File: config.mk
export PLATFORM = sky130hd
export DESIGN_NAME = wav_header_parser_top
export DESIGN_NICKNAME = d
export VERILOG_FILES = /design/src/rtl/whp_pkg.sv /design/src/rtl/whp_front.sv /design/src/rtl/whp_queue.sv /design/src/rtl/whp_back.sv /design/src/rtl/wav_header_parser_top.sv
export SDC_FILE = /design/constraint.sdc
export NUM_CORES = 1
export LEC_CHECK = 0
export BUFFER_PORTS_ARGS = -buffer_cell sky130_fd_sc_hd__clkbuf_2
export CAP_MARGIN = 0
export CORE_MARGIN = 2
export CORE_UTILIZATION = 55
export CTS_BUF_LIST = sky130_fd_sc_hd__clkbuf_2 sky130_fd_sc_hd__clkbuf_4 sky130_fd_sc_hd__clkbuf_8
export DETAILED_ROUTE_END_ITERATION = 10
export GPL_TIMING_DRIVEN = 0
export PLACE_DENSITY = 0.72
export SYNTH_ARGS = -nofsm -noshare
export SYNTH_HDL_FRONTEND = slang
export SYNTH_SLANG_ARGS = --single-unit
export TNS_END_PERCENT = 50
File: constraint.sdc
create_clock -name clk -period 14.35 [get_ports clk]
set_input_delay 2.87 -clock clk [delete_from_list [all_inputs] [get_ports clk]]
set_output_delay 2.87 -clock clk [all_outputs]
set_load 0.005 [all_outputs]
File: src/rtl/whp_pkg.sv
// Shared types and constants of the WAV header parser.
package whp_pkg;

  localparam int unsigned MinHeader = 44;

  localparam logic [31:0] TagRiff = 32'h4646_4952;
  localparam logic [31:0] TagWave = 32'h4556_4157;
  localparam logic [31:0] TagFmt  = 32'h2074_6d66;
  localparam logic [31:0] TagData = 32'h6174_6164;

  localparam logic [15:0] FmtTagPcm = 16'h0001;
  localparam logic [15:0] FmtTagMp3 = 16'h0055;

  typedef enum logic [4:0] {
    PH_RIFF  = 5'd0,
    PH_RSIZE = 5'd1,
    PH_WAVE  = 5'd2,
    PH_FMT   = 5'd3,
    PH_FLEN  = 5'd4,
    PH_FTAG  = 5'd5,
    PH_CHAN  = 5'd6,
    PH_RATE  = 5'd7,
    PH_BRATE = 5'd8,
    PH_ALIGN = 5'd9,
    PH_BITS  = 5'd10,
    PH_MSKIP = 5'd11,
    PH_CTAG  = 5'd12,
    PH_CSIZE = 5'd13,
    PH_CSKIP = 5'd14,
    PH_DSIZE = 5'd15,
    PH_DONE  = 5'd16,
    PH_ERR   = 5'd17
  } phase_t;

  typedef enum logic [3:0] {
    ERR_NONE     = 4'd0,
    ERR_SHORT    = 4'd1,
    ERR_RIFF     = 4'd2,
    ERR_WAVE     = 4'd3,
    ERR_FMT      = 4'd4,
    ERR_FMT_LEN  = 4'd5,
    ERR_CHANNELS = 4'd6,
    ERR_RATE     = 4'd7,
    ERR_BITS     = 4'd8,
    ERR_TAG      = 4'd9,
    ERR_NO_DATA  = 4'd10
  } err_t;

  typedef enum logic [1:0] {
    FMT_NONE = 2'd0,
    FMT_PCM  = 2'd1,
    FMT_MP3  = 2'd2
  } stream_fmt_t;

  typedef struct packed {
    logic [7:0] data_byte;
    logic       last_byte;
  } whp_in_t;

  typedef struct packed {
    logic [1:0]  stream_format;
    logic [3:0]  error_code;
    logic [1:0]  channel_count;
    logic [15:0] sample_rate;
    logic [4:0]  sample_bits;
    logic [10:0] header_length;
    logic [31:0] data_length;
    logic        size_mismatch;
  } whp_out_t;

  // Classification of one byte as it leaves the front end.
  typedef struct packed {
    logic [7:0] data_byte;
    logic       last_byte;
    logic       active;
  } whp_tag_t;

endpackage

File: src/rtl/whp_front.sv
// Front end: counts buffer bytes and tags each word for the parser queue.
module whp_front #(
  parameter int unsigned MAX_BUFFER = 1024,
  localparam int unsigned PosW = $clog2(MAX_BUFFER + 1)
) (
  input  logic              clk,
  input  logic              rst,
  input  logic              in_valid,
  output logic              in_ready,
  input  whp_pkg::whp_in_t  in_data,
  output logic              push,
  input  logic              q_ready,
  output whp_pkg::whp_tag_t tag,
  output logic [PosW-1:0]   pos
);
  import whp_pkg::*;

  logic [PosW-1:0] count;
  logic [PosW-1:0] count_next;
  logic            in_range;

  assign in_ready = q_ready;
  assign push     = in_valid && q_ready;
  assign in_range = count < PosW'(MAX_BUFFER);

  always_comb begin
    tag.data_byte = in_data.data_byte;
    tag.last_byte = in_data.last_byte;
    tag.active    = in_range;
    pos           = in_range ? count + PosW'(1) : count;
    count_next    = in_data.last_byte ? '0 : pos;
  end

  always_ff @(posedge clk) begin
    if (rst) begin
      count <= '0;
    end else if (push) begin
      count <= count_next;
    end
  end

endmodule

File: src/rtl/whp_queue.sv
// Short register queue between the front end and the parser.
module whp_queue #(
  parameter int unsigned Width = 8,
  parameter int unsigned Depth = 4,
  localparam int unsigned PtrW = $clog2(Depth),
  localparam int unsigned CntW = $clog2(Depth + 1)
) (
  input  logic             clk,
  input  logic             rst,
  input  logic             push,
  output logic             wr_ready,
  input  logic [Width-1:0] wr_data,
  output logic             rd_valid,
  input  logic             pop,
  output logic [Width-1:0] rd_data
);
  import whp_pkg::*;

  logic [Width-1:0] slots [Depth];
  logic [PtrW-1:0]  wr_ptr;
  logic [PtrW-1:0]  rd_ptr;
  logic [CntW-1:0]  fill;

  assign wr_ready = fill != CntW'(Depth);
  assign rd_valid = fill != '0;
  assign rd_data  = slots[rd_ptr];

  always_ff @(posedge clk) begin
    if (push) begin
      slots[wr_ptr] <= wr_data;
    end
  end

  always_ff @(posedge clk) begin
    if (rst) begin
      wr_ptr <= '0;
      rd_ptr <= '0;
      fill   <= '0;
    end else begin
      if (push) begin
        wr_ptr <= (wr_ptr == PtrW'(Depth - 1)) ? '0 : wr_ptr + PtrW'(1);
      end
      if (pop) begin
        rd_ptr <= (rd_ptr == PtrW'(Depth - 1)) ? '0 : rd_ptr + PtrW'(1);
      end
      case ({push, pop})
        2'b10:   fill <= fill + CntW'(1);
        2'b01:   fill <= fill - CntW'(1);
        default: fill <= fill;
      endcase
    end
  end

endmodule

File: src/rtl/whp_back.sv
// Parser back end: field assembly, checks, chunk skipping and result register.
module whp_back #(
  parameter int unsigned MAX_BUFFER = 1024,
  localparam int unsigned PosW = $clog2(MAX_BUFFER + 1)
) (
  input  logic              clk,
  input  logic              rst,
  input  logic              q_valid,
  output logic              pop,
  input  whp_pkg::whp_tag_t tag,
  input  logic [PosW-1:0]   pos,
  output logic              out_valid,
  input  logic              out_ready,
  output whp_pkg::whp_out_t out_data
);
  import whp_pkg::*;

  phase_t          phase, phase_next;
  logic [31:0]     fshift, fshift_next;
  logic [1:0]      fidx, fidx_next;
  logic [31:0]     riff_len, riff_len_next;
  logic [31:0]     remaining, remaining_next;
  logic [31:0]     fmt_len, fmt_len_next;
  logic [1:0]      fmt, fmt_next;
  logic [1:0]      chans, chans_next;
  logic [15:0]     rate, rate_next;
  logic [4:0]      bits, bits_next;
  logic [31:0]     dsize, dsize_next;
  err_t            err, err_next;
  logic [PosW-1:0] hdr, hdr_next;

  logic [31:0] sh;
  logic [31:0] v;
  logic [15:0] h;
  logic [31:0] skip_len;
  logic        len2;
  logic        complete;
  err_t        res_err;
  whp_out_t    res;

  // A last byte needs the result register free; other bytes always go.
  assign pop = q_valid && (!tag.last_byte || !out_valid || out_ready);

  always_comb begin
    phase_next     = phase;
    fshift_next    = fshift;
    fidx_next      = fidx;
    riff_len_next  = riff_len;
    remaining_next = remaining;
    fmt_len_next   = fmt_len;
    fmt_next       = fmt;
    chans_next     = chans;
    rate_next      = rate;
    bits_next      = bits;
    dsize_next     = dsize;
    err_next       = err;
    hdr_next       = hdr;
    sh             = {tag.data_byte, fshift[31:8]};
    h              = sh[31:16];
    len2           = (phase == PH_FTAG) || (phase == PH_CHAN) ||
                     (phase == PH_ALIGN) || (phase == PH_BITS);
    v              = len2 ? {sh[31:16], sh[31:16]} : sh;
    complete       = len2 ? (fidx == 2'd1) : (fidx == 2'd3);
    skip_len       = fmt_len - 32'd2;

    if (tag.active && (phase != PH_DONE) && (phase != PH_ERR)) begin
      if ((phase == PH_MSKIP) || (phase == PH_CSKIP)) begin
        remaining_next = remaining - 32'd1;
        if (remaining_next == '0) begin
          phase_next = PH_CTAG;
        end
      end else begin
        fshift_next = sh;
        fidx_next   = complete ? 2'd0 : fidx + 2'd1;
        if (complete) begin
          case (phase)
            PH_RIFF: begin
              if (v == TagRiff) phase_next = PH_RSIZE;
              else begin err_next = ERR_RIFF; phase_next = PH_ERR; end
            end
            PH_RSIZE: begin
              riff_len_next = v;
              phase_next    = PH_WAVE;
            end
            PH_WAVE: begin
              if (v == TagWave) phase_next = PH_FMT;
              else begin err_next = ERR_WAVE; phase_next = PH_ERR; end
            end
            PH_FMT: begin
              if (v == TagFmt) phase_next = PH_FLEN;
              else begin err_next = ERR_FMT; phase_next = PH_ERR; end
            end
            PH_FLEN: begin
              fmt_len_next = v;
              phase_next   = PH_FTAG;
            end
            PH_FTAG: begin
              if (h == FmtTagPcm) begin
                if (fmt_len != 32'd16) begin
                  err_next   = ERR_FMT_LEN;
                  phase_next = PH_ERR;
                end else begin
                  fmt_next   = FMT_PCM;
                  phase_next = PH_CHAN;
                end
              end else if (h == FmtTagMp3) begin
                if (fmt_len < 32'd2) begin
                  err_next   = ERR_FMT_LEN;
                  phase_next = PH_ERR;
                end else begin
                  fmt_next   = FMT_MP3;
                  chans_next = 2'd1;
                  bits_next  = 5'd8;
                  if (skip_len == '0) begin
                    phase_next = PH_CTAG;
                  end else begin
                    phase_next     = PH_MSKIP;
                    remaining_next = skip_len;
                  end
                end
              end else begin
                err_next   = ERR_TAG;
                phase_next = PH_ERR;
              end
            end
            PH_CHAN: begin
              if ((h == 16'd1) || (h == 16'd2)) begin
                chans_next = h[1:0];
                phase_next = PH_RATE;
              end else begin
                err_next   = ERR_CHANNELS;
                phase_next = PH_ERR;
              end
            end
            PH_RATE: begin
              if ((v == 32'd8000) || (v == 32'd11025) || (v == 32'd22050) ||
                  (v == 32'd44100)) begin
                rate_next  = v[15:0];
                phase_next = PH_BRATE;
              end else begin
                err_next   = ERR_RATE;
                phase_next = PH_ERR;
              end
            end
            PH_BRATE: phase_next = PH_ALIGN;
            PH_ALIGN: phase_next = PH_BITS;
            PH_BITS: begin
              if ((h == 16'd8) || (h == 16'd16)) begin
                bits_next  = h[4:0];
                phase_next = PH_CTAG;
              end else begin
                err_next   = ERR_BITS;
                phase_next = PH_ERR;
              end
            end
            PH_CTAG: phase_next = (v == TagData) ? PH_DSIZE : PH_CSIZE;
            PH_CSIZE: begin
              if (v == '0) begin
                phase_next = PH_CTAG;
              end else begin
                phase_next     = PH_CSKIP;
                remaining_next = v;
              end
            end
            PH_DSIZE: begin
              dsize_next = v;
              hdr_next   = pos;
              phase_next = PH_DONE;
            end
            default: phase_next = phase;
          endcase
        end
      end
    end

    if (pos < PosW'(MinHeader)) res_err = ERR_SHORT;
    else if (err_next != ERR_NONE) res_err = err_next;
    else if (phase_next != PH_DONE) res_err = ERR_NO_DATA;
    else res_err = ERR_NONE;

    res            = '0;
    res.error_code = res_err;
    if (res_err == ERR_NONE) begin
      res.stream_format = fmt_next;
      res.channel_count = chans_next;
      res.sample_rate   = rate_next;
      res.sample_bits   = bits_next;
      res.header_length = 11'(32'(hdr_next));
      res.data_length   = dsize_next;
      res.size_mismatch = (dsize_next + 32'(hdr_next)) != (riff_len_next + 32'd8);
    end
  end

  always_ff @(posedge clk) begin
    if (rst || (pop && tag.last_byte)) begin
      phase     <= PH_RIFF;
      fshift    <= '0;
      fidx      <= '0;
      riff_len  <= '0;
      remaining <= '0;
      fmt_len   <= '0;
      fmt       <= FMT_NONE;
      chans     <= '0;
      rate      <= '0;
      bits      <= '0;
      dsize     <= '0;
      err       <= ERR_NONE;
      hdr       <= '0;
    end else if (pop) begin
      phase     <= phase_next;
      fshift    <= fshift_next;
      fidx      <= fidx_next;
      riff_len  <= riff_len_next;
      remaining <= remaining_next;
      fmt_len   <= fmt_len_next;
      fmt       <= fmt_next;
      chans     <= chans_next;
      rate      <= rate_next;
      bits      <= bits_next;
      dsize     <= dsize_next;
      err       <= err_next;
      hdr       <= hdr_next;
    end
  end

  always_ff @(posedge clk) begin
    if (rst) begin
      out_valid <= 1'b0;
    end else if (pop && tag.last_byte) begin
      out_valid <= 1'b1;
    end else if (out_ready) begin
      out_valid <= 1'b0;
    end
  end

  always_ff @(posedge clk) begin
    if (pop && tag.last_byte) begin
      out_data <= res;
    end
  end

endmodule

File: src/rtl/wav_header_parser_top.sv
// Top level of the RIFF/WAVE header parser: front end, queue and parser.
//
//   Channel | Signals                       | Word
//   --------+-------------------------------+----------------------------------
//   in      | in_valid, in_ready, in_data   | one header byte plus last mark
//   out     | out_valid, out_ready, out_data| one parse result per buffer
//
// The block takes one byte per cycle. Each byte is parsed in the cycle it
// leaves the four-entry queue; a buffer's result is registered and appears in
// the cycle after its last byte is parsed. The parser state resets to the
// start of a new buffer on that last byte, so consecutive buffers follow with
// no gap. Reset is synchronous and active high. A result waiting in the
// output register holds back the next last byte at the head of the queue; the
// words behind it fill the queue, and input stalls once it holds four words.
module wav_header_parser_top #(
  parameter int unsigned MAX_BUFFER = 1024
) (
  input  logic              clk,
  input  logic              rst,
  input  logic              in_valid,
  output logic              in_ready,
  input  whp_pkg::whp_in_t  in_data,
  output logic              out_valid,
  input  logic              out_ready,
  output whp_pkg::whp_out_t out_data
);
  import whp_pkg::*;

  // Byte positions run up to MAX_BUFFER, so the counter holds that value.
  localparam int unsigned PosW   = $clog2(MAX_BUFFER + 1);
  localparam int unsigned EntryW = $bits(whp_tag_t) + PosW;

  logic              push;
  logic              q_ready;
  whp_tag_t          front_tag;
  logic [PosW-1:0]   front_pos;
  logic              q_valid;
  logic              pop;
  logic [EntryW-1:0] q_entry;
  whp_tag_t          back_tag;
  logic [PosW-1:0]   back_pos;

  // The front end counts bytes and marks those past the buffer limit as
  // inactive, so the parser ignores them but still sees the last mark.
  whp_front #(
    .MAX_BUFFER(MAX_BUFFER)
  ) u_front (
    .clk     (clk),
    .rst     (rst),
    .in_valid(in_valid),
    .in_ready(in_ready),
    .in_data (in_data),
    .push    (push),
    .q_ready (q_ready),
    .tag     (front_tag),
    .pos     (front_pos)
  );

  // The queue decouples byte acceptance from the parser and its result stall.
  whp_queue #(
    .Width(EntryW),
    .Depth(4)
  ) u_queue (
    .clk     (clk),
    .rst     (rst),
    .push    (push),
    .wr_ready(q_ready),
    .wr_data ({front_tag, front_pos}),
    .rd_valid(q_valid),
    .pop     (pop),
    .rd_data (q_entry)
  );

  assign back_tag = q_entry[EntryW-1:PosW];
  assign back_pos = q_entry[PosW-1:0];

  // The parser assembles little-endian fields, runs the checks and skips
  // chunks, then registers one result per buffer.
  whp_back #(
    .MAX_BUFFER(MAX_BUFFER)
  ) u_back (
    .clk      (clk),
    .rst      (rst),
    .q_valid  (q_valid),
    .pop      (pop),
    .tag      (back_tag),
    .pos      (back_pos),
    .out_valid(out_valid),
    .out_ready(out_ready),
    .out_data (out_data)
  );

endmodule
# Yosys cells after proc, flatten, opt, wreduce, memory -nomap -nowiden
# Memories as Yosys holds them, arrays and structs flattened. A register that Yosys moved wholly into a read port is not among the register bits.
# Index checks and enable logic that the tools add are counted.
[totals]
word_cells = 217
romBits = 0
ram_bits = 84
out_inout_bits = 75
latchBits = 0
in_bits = 13
ff_bits = 299
memories = 1
[op_classes]
reduce_logical = 33
eq_ne = 45
n_shift = 0
div_mod_pow = 0
bitwise_logic = 1
muxes = 98
n_addsub = 10
magnitude_cmp = 3
multipliers = 0
[mem_list]
columns = ["name", "words", "word_bits", "read_ports", "rd_ports_with_merged_regs", "write_ports", "line_no", "source"]
rows = [
  ["u_queue.slots", 4, 21, 1, 1, 1, "whp_queue.sv:19", "logic [Width-1:0] slots [Depth];"],
]
[op_table]
columns = ["op", "n"]
rows = [
  ["$mux 32", 15],
  ["$mux 5", 21],
  ["$eq 32x31->1 const B", 3],
  ["$logic_not 32->1", 3],
  ["$mux 16", 6],
  ["$pmux 5 s14", 1],
  ["$mux 11", 6],
  ["$mux 4", 16],
  ["$pmux 32 s2", 1],
  ["$mux 2", 22],
  ["$eq 5x4->1 const B", 8],
  ["$add 32x11->32", 1],
  ["$add 32x4->32 const B", 1],
  ["$eq 32x13->1 const B", 1],
  ["$eq 32x14->1 const B", 1],
  ["$eq 32x15->1 const B", 1],
  ["$eq 32x16->1 const B", 1],
  ["$eq 32x30->1 const B", 1],
  ["$lt 32x2->1 const B", 1],
  ["$ne 32x32->1", 1],
  ["$ne 32x5->1 const B", 1],
  ["$sub 32x1->32 const B", 1],
  ["$sub 32x2->32 const B", 1],
  ["$pmux 4 s7", 1],
  ["other kinds (36)", 75],
]

# Depth between registers and ports, before layout
[logic_depth]
depth_word = 19
depth_mapped = 26
depth_no_buf = 19

# Modules after synthesis
# Synthesis repeated with hierarchy kept, for this count alone.
[hier_totals]
hier_cells = 2678
area_unflattened_um2 = 22328.9
[modules_own_cells]
columns = ["module", "cells_each", "area_each_um2", "seq_area_each_um2", "instances"]
rows = [
  ["whp_back", 2423, 18067.3, 6195.9, 1],
  ["whp_queue", 157, 3479.6, 2702.6, 1],
  ["whp_front", 98, 782.0, 220.2, 1],
]

# Least setup slack after synthesis
# No wires, ideal clock.
[synth_timing]
path_type = "in2reg"
start = "in out_ready"
end = "reg u_back.riff_len[13]"
setup_time_ns = 0.157
path_slack_ns = 7.284
cell_stages = 10
t_arrival_ns = 6.909
cell_sequence = "nor2b_1 > nand2_1 > o31ai_1 > inv_1 > and2_0 > or2_2 > clkbuf_1 > clkbuf_1 > clkbuf_1 > a211oi_1"
[synth_via]
elab_chain_len = 4
[synth_lines]
columns = ["item", "line_no", "source"]
rows = [
  ["from (decl)", "wav_header_parser_top.sv:24", "input logic out_ready,"],
  ["$logic_or 1x1->1 (*)", "whp_back.sv:42", "assign pop = q_valid && (!tag.last_byte || !out_valid || out_ready);"],
  ["$logic_and 1x1->1 (*)", "whp_back.sv:42", ""],
  ["$logic_and 1x1->1", "whp_back.sv:195", "if (rst || (pop && tag.last_byte)) begin"],
  ["$logic_or 1x1->1", "whp_back.sv:195", ""],
  ["to (signal assigned)", "whp_back.sv:213", "riff_len <= riff_len_next;"],
  ["to (decl)", "whp_back.sv:21", "logic [31:0] riff_len, riff_len_next;"],
]
# Mark *: on every way between the ends. The rest lies on a longest branch, timed or not.
# A chain may end at the register's enable or synchronous reset.

# Final worst setup path
[layout_timing]
start = "reg u_back.phase[2]"
end = "reg u_back.out_data[0] (netlist name)"
[layout_via]
elab_cells_between_ends = 78
[layout_rtl]
columns = ["item", "line_no", "source"]
rows = [
  ["from (decl)", "whp_back.sv:18", "phase_t phase, phase_next;"],
  ["from (signal assigned)", "whp_back.sv:210", "phase <= phase_next;"],
  ["$eq 5x3->1", "whp_back.sv:60", "len2 = (phase == PH_FTAG) || (phase == PH_CHAN) ||"],
  ["$logic_or 1x1->1 (2 in a row)", "whp_back.sv:60", ""],
  ["$logic_or 1x1->1", "whp_back.sv:61", "(phase == PH_ALIGN) || (phase == PH_BITS);"],
  ["$mux 1", "whp_back.sv:63", "complete = len2 ? (fidx == 2'd1) : (fidx == 2'd3);"],
  ["$mux 11", "whp_back.sv:75", "if (complete) begin"],
  ["$mux 11", "whp_back.sv:67", "if ((phase == PH_MSKIP) || (phase == PH_CSKIP)) begin"],
  ["$mux 11 (*)", "whp_back.sv:66", "if (tag.active && (phase != PH_DONE) && (phase != PH_ERR)) begin"],
  ["named net u_back.hdr_next[0]", "whp_back.sv:30", "logic [PosW-1:0] hdr, hdr_next;"],
  ["$add 32x11->32 (*)", "whp_back.sv:190", "res.size_mismatch = (dsize_next + 32'(hdr_next)) != (riff_len_next + 32'd8);"],
  ["$ne 32x32->1 (*)", "whp_back.sv:190", ""],
]
# Mark *: on every way through the listed nets, which the timed path passes. The rest lies on a longest branch.

==> impl_metrics.toml <==
[status]
status = "finished, violations left"
failed_checks = "max-capacitance violations, max-slew violations"

[cts]
cts-root-buf = "clkbuf_8"
clk_pin_slew_ns = 0.06
cts.htree.levels = 3
clock-sinks = 377
cts_tree = "built"
hold_buffers = 0
numCtsBuffers = 67
cts_setup_buffers = 0
clockBufferDepth = 3
cts.repair.resized = 0
clock_latency_ns = 0.67

[grt]
grt_pass1_wl_um = 124000
grt_max_degree = 57
grt_use_total_pct = 39.9
antenna_found_initial = 1
first_global_vias = 20200
grt_overflow = 0

[cells_and_area]
syn2layout_area_growth_pct = 12.6
diodes = 0
fin_cells = 3278
drive_gt1_share_pct = 11.5
final_cell_mix = "347 x nand2_1, 272 x nor2_1, 220 x dfxtp_1, 215 x a21oi_1, 157 x edfxtp_1"
layout.nets = 2742
final_common_cell = "nand2_1"
postLayoutCoreUtil_pct = 63.2

[synthesis]
ys_ff_latch = 377
synth-edff-count = 157
synth_ff_type = "dfxtp_1"
syn_area_sq_um = 21800
synthDistinctLibCells = 90
yosysTopAreaCell = "edfxtp_1"
synth_seq_area_share_pct = 41.8
synthesis.nets = 2578
yosysTopAreaCellShare_pct = 21.6
syn_inst = 2541
syn_avg_cell_area_sq_um = 8.59
async_flop_share_pct = 0
synth.area.top_cells = "edfxtp_1 22%, dfxtp_1 20%, nand2_1 6.0%"
ys_warn_count = 0

[pwr]
power_uw = 3790
ir_drop_mv = 0.147
power.leakage_uw = 0.00838
p_per_area_nw_per_um2 = 154

[worst_setup_path]
r2r_setup_slack_ns = 5.36
start_kind = "flip-flop"
worstPathRequired_ns = 14.69
path_class = "flip-flop to flip-flop"
crit_fanout = 10
crit_arrival_ns = 9.33
endpoint_kind = "flip-flop"

[sta]
relSlewSlack_pct = -8.98
hold_viol = 0
setup_tns_ns = 0
setup_violations = 0
slew_viol_final = 16
rsz0062_at_grt = "false"
fmax_mhz = 111
tightest_slew_ns = 1.59
holdWs_ns = 0.457
fin_crit_sh_pct = 62.6
min_period_ns = 8.99
clock-skew-final_ns = 0.0473

[route]
initialDrtViolationCount = 2941
num_vias = 21500
first_pass_iters = 7
via_per_inst = 6.55
ant_nets = 0
wl_um = 83000
wl_per_cell_um = 25.3
drc_errors = 0

[floorplan]
dieArea_sq_um = 41300
die_w_um = 203
start_util_pct = 56.1
fp.coreArea_sq_um = 38900
chipHeight_um = 203
io_pins = 88
num_rows = 72

[placement]
io_buffers = 87
place.gp.congestion = 1.04
place_inst = 3152
hpwl_um = 61500

[worst_hold_path]
hold_path.class = "flip-flop to flip-flop"

[run]
max-cap-violations = 4
[per-stage QoR]
| stage | setup slack (ns) | instance area [sq um] |
|---|---|---|
| global route | 5.05 | 24600 |
| floorplan | 7.28 | 21800 |
| CTS | 5.75 | 24600 |
| detailed placement | 5.76 | 23000 |
| global placement | 4.46 | 22900 |
| finish | 5.36 | 24600 |
[cells in the mapped netlist (27+ instances only)]
library cell	number
nor3_1	76
nand2_1	347
or3_1	27
clkbuf_1	145
nor4_1	38
edfxtp_1	157
nand3_1	76
a211oi_1	76
mux2i_1	58
xnor2_1	86
nor2_1	272
inv_1	59
nand4_1	53
xor2_1	63
o21ai_0	107
a21oi_1	215
dfxtp_1	220
[worst max-delay path, cell delays in order, from the launching register on]
cell,delay [ns]
dfxtp_1,0.32
buf_2,0.19
xor2_1,0.32
clkbuf_1,0.45
nand4_1,0.30
a211oi_2,1.11
clkbuf_1,0.58
clkbuf_1,0.59
buf_1,0.62
mux2i_1,0.25
inv_1,0.12
ha_1,0.17
inv_1,0.06
fa_1,0.40
nor2b_1,0.12
o21ai_0,0.12
a21boi_0,0.36
nor3_1,0.12
o221ai_1,0.21
clkbuf_1,0.49
nand3_1,0.19
a21o_1,0.19
a2111oi_0,0.51
nand4_1,0.26
a2111oi_0,0.43
a21oi_1,0.17
[routing by layer]
layer | up-vias | global-route usage (%) | share of wire (%)
met2 | 1352 | 61.4 | 44
met1 | 10300 | 52.7 | 39
met5 | - | 0 | 0
li1 | 9547 | - | -
met3 | 310 | 8.60 | 11
met4 | 0 | 21.7 | 5.9
[worst paths after layout]
check / start / endpoint / cells past startpoint
hold / removal: u_back.rate[3] / u_back.rate[3] / 2
hold reg to reg: u_back.rate[3] / u_back.rate[3] / 2
setup reg to reg: u_back.phase[2] / u_back.out_data[0] / 25
setup / recovery: u_back.phase[2] / u_back.out_data[0] / 25
[logic make-up (layout without fill, tap and decap cells)]
| family | after synthesis | count (layout) | synth area share (%) |
|---|---|---|---|
| and+or+nand+nor | 1057 | 1057 | 23.4 |
| AOI/OAI and AO/OA | 597 | 597 | 17.4 |
| DFF | 377 | 377 | 41.8 |
| buffers and inverters | 248 | 467 | 4.53 |
| xor gates and xnor gates | 152 | 152 | 6.28 |
| muxes | 86 | 86 | 5.18 |
| adders and majority gates | 24 | 24 | 1.44 |
[power by group]
part,total [uW],internal (uW),switching [uW]
Clock,1150,674,480
Sequential,1360,1290,71.7
Combinational,1280,352,928
Total,3790,2310,1480
[layout make-up]
cell class                      count  area [sq um]
Buffer                            188           763
Clock buffer                      100          1250
Clock inverter                     24           303
Fill cell                        3372         14300
Inverter                           60           225
Multi-Input combinational cell   1916         11800
Sequential cell                   377          9120
Tap cell                          518           648
Timing Repair Buffer               95           524
[registers in the layout, indices dropped and copies added, names as in the netlist, named ones only]
signal            flops
u_queue.rd_ptr        2
u_back.fidx           2
u_back.bits           5
u_back.remaining     32
u_back.err            4
u_back.out_valid      1
u_queue.slots        84
u_back.rate          16
u_back.out_data      73
u_back.phase          5
u_front.count        11
u_back.fmt            2
u_back.fmt_len       32
u_queue.fill          3
u_back.fshift        24
u_back.chans          2
u_queue.wr_ptr        2
u_back.hdr           11
u_back.riff_len      32
u_back.dsize         32
Power figures use the tool's default switching activity.
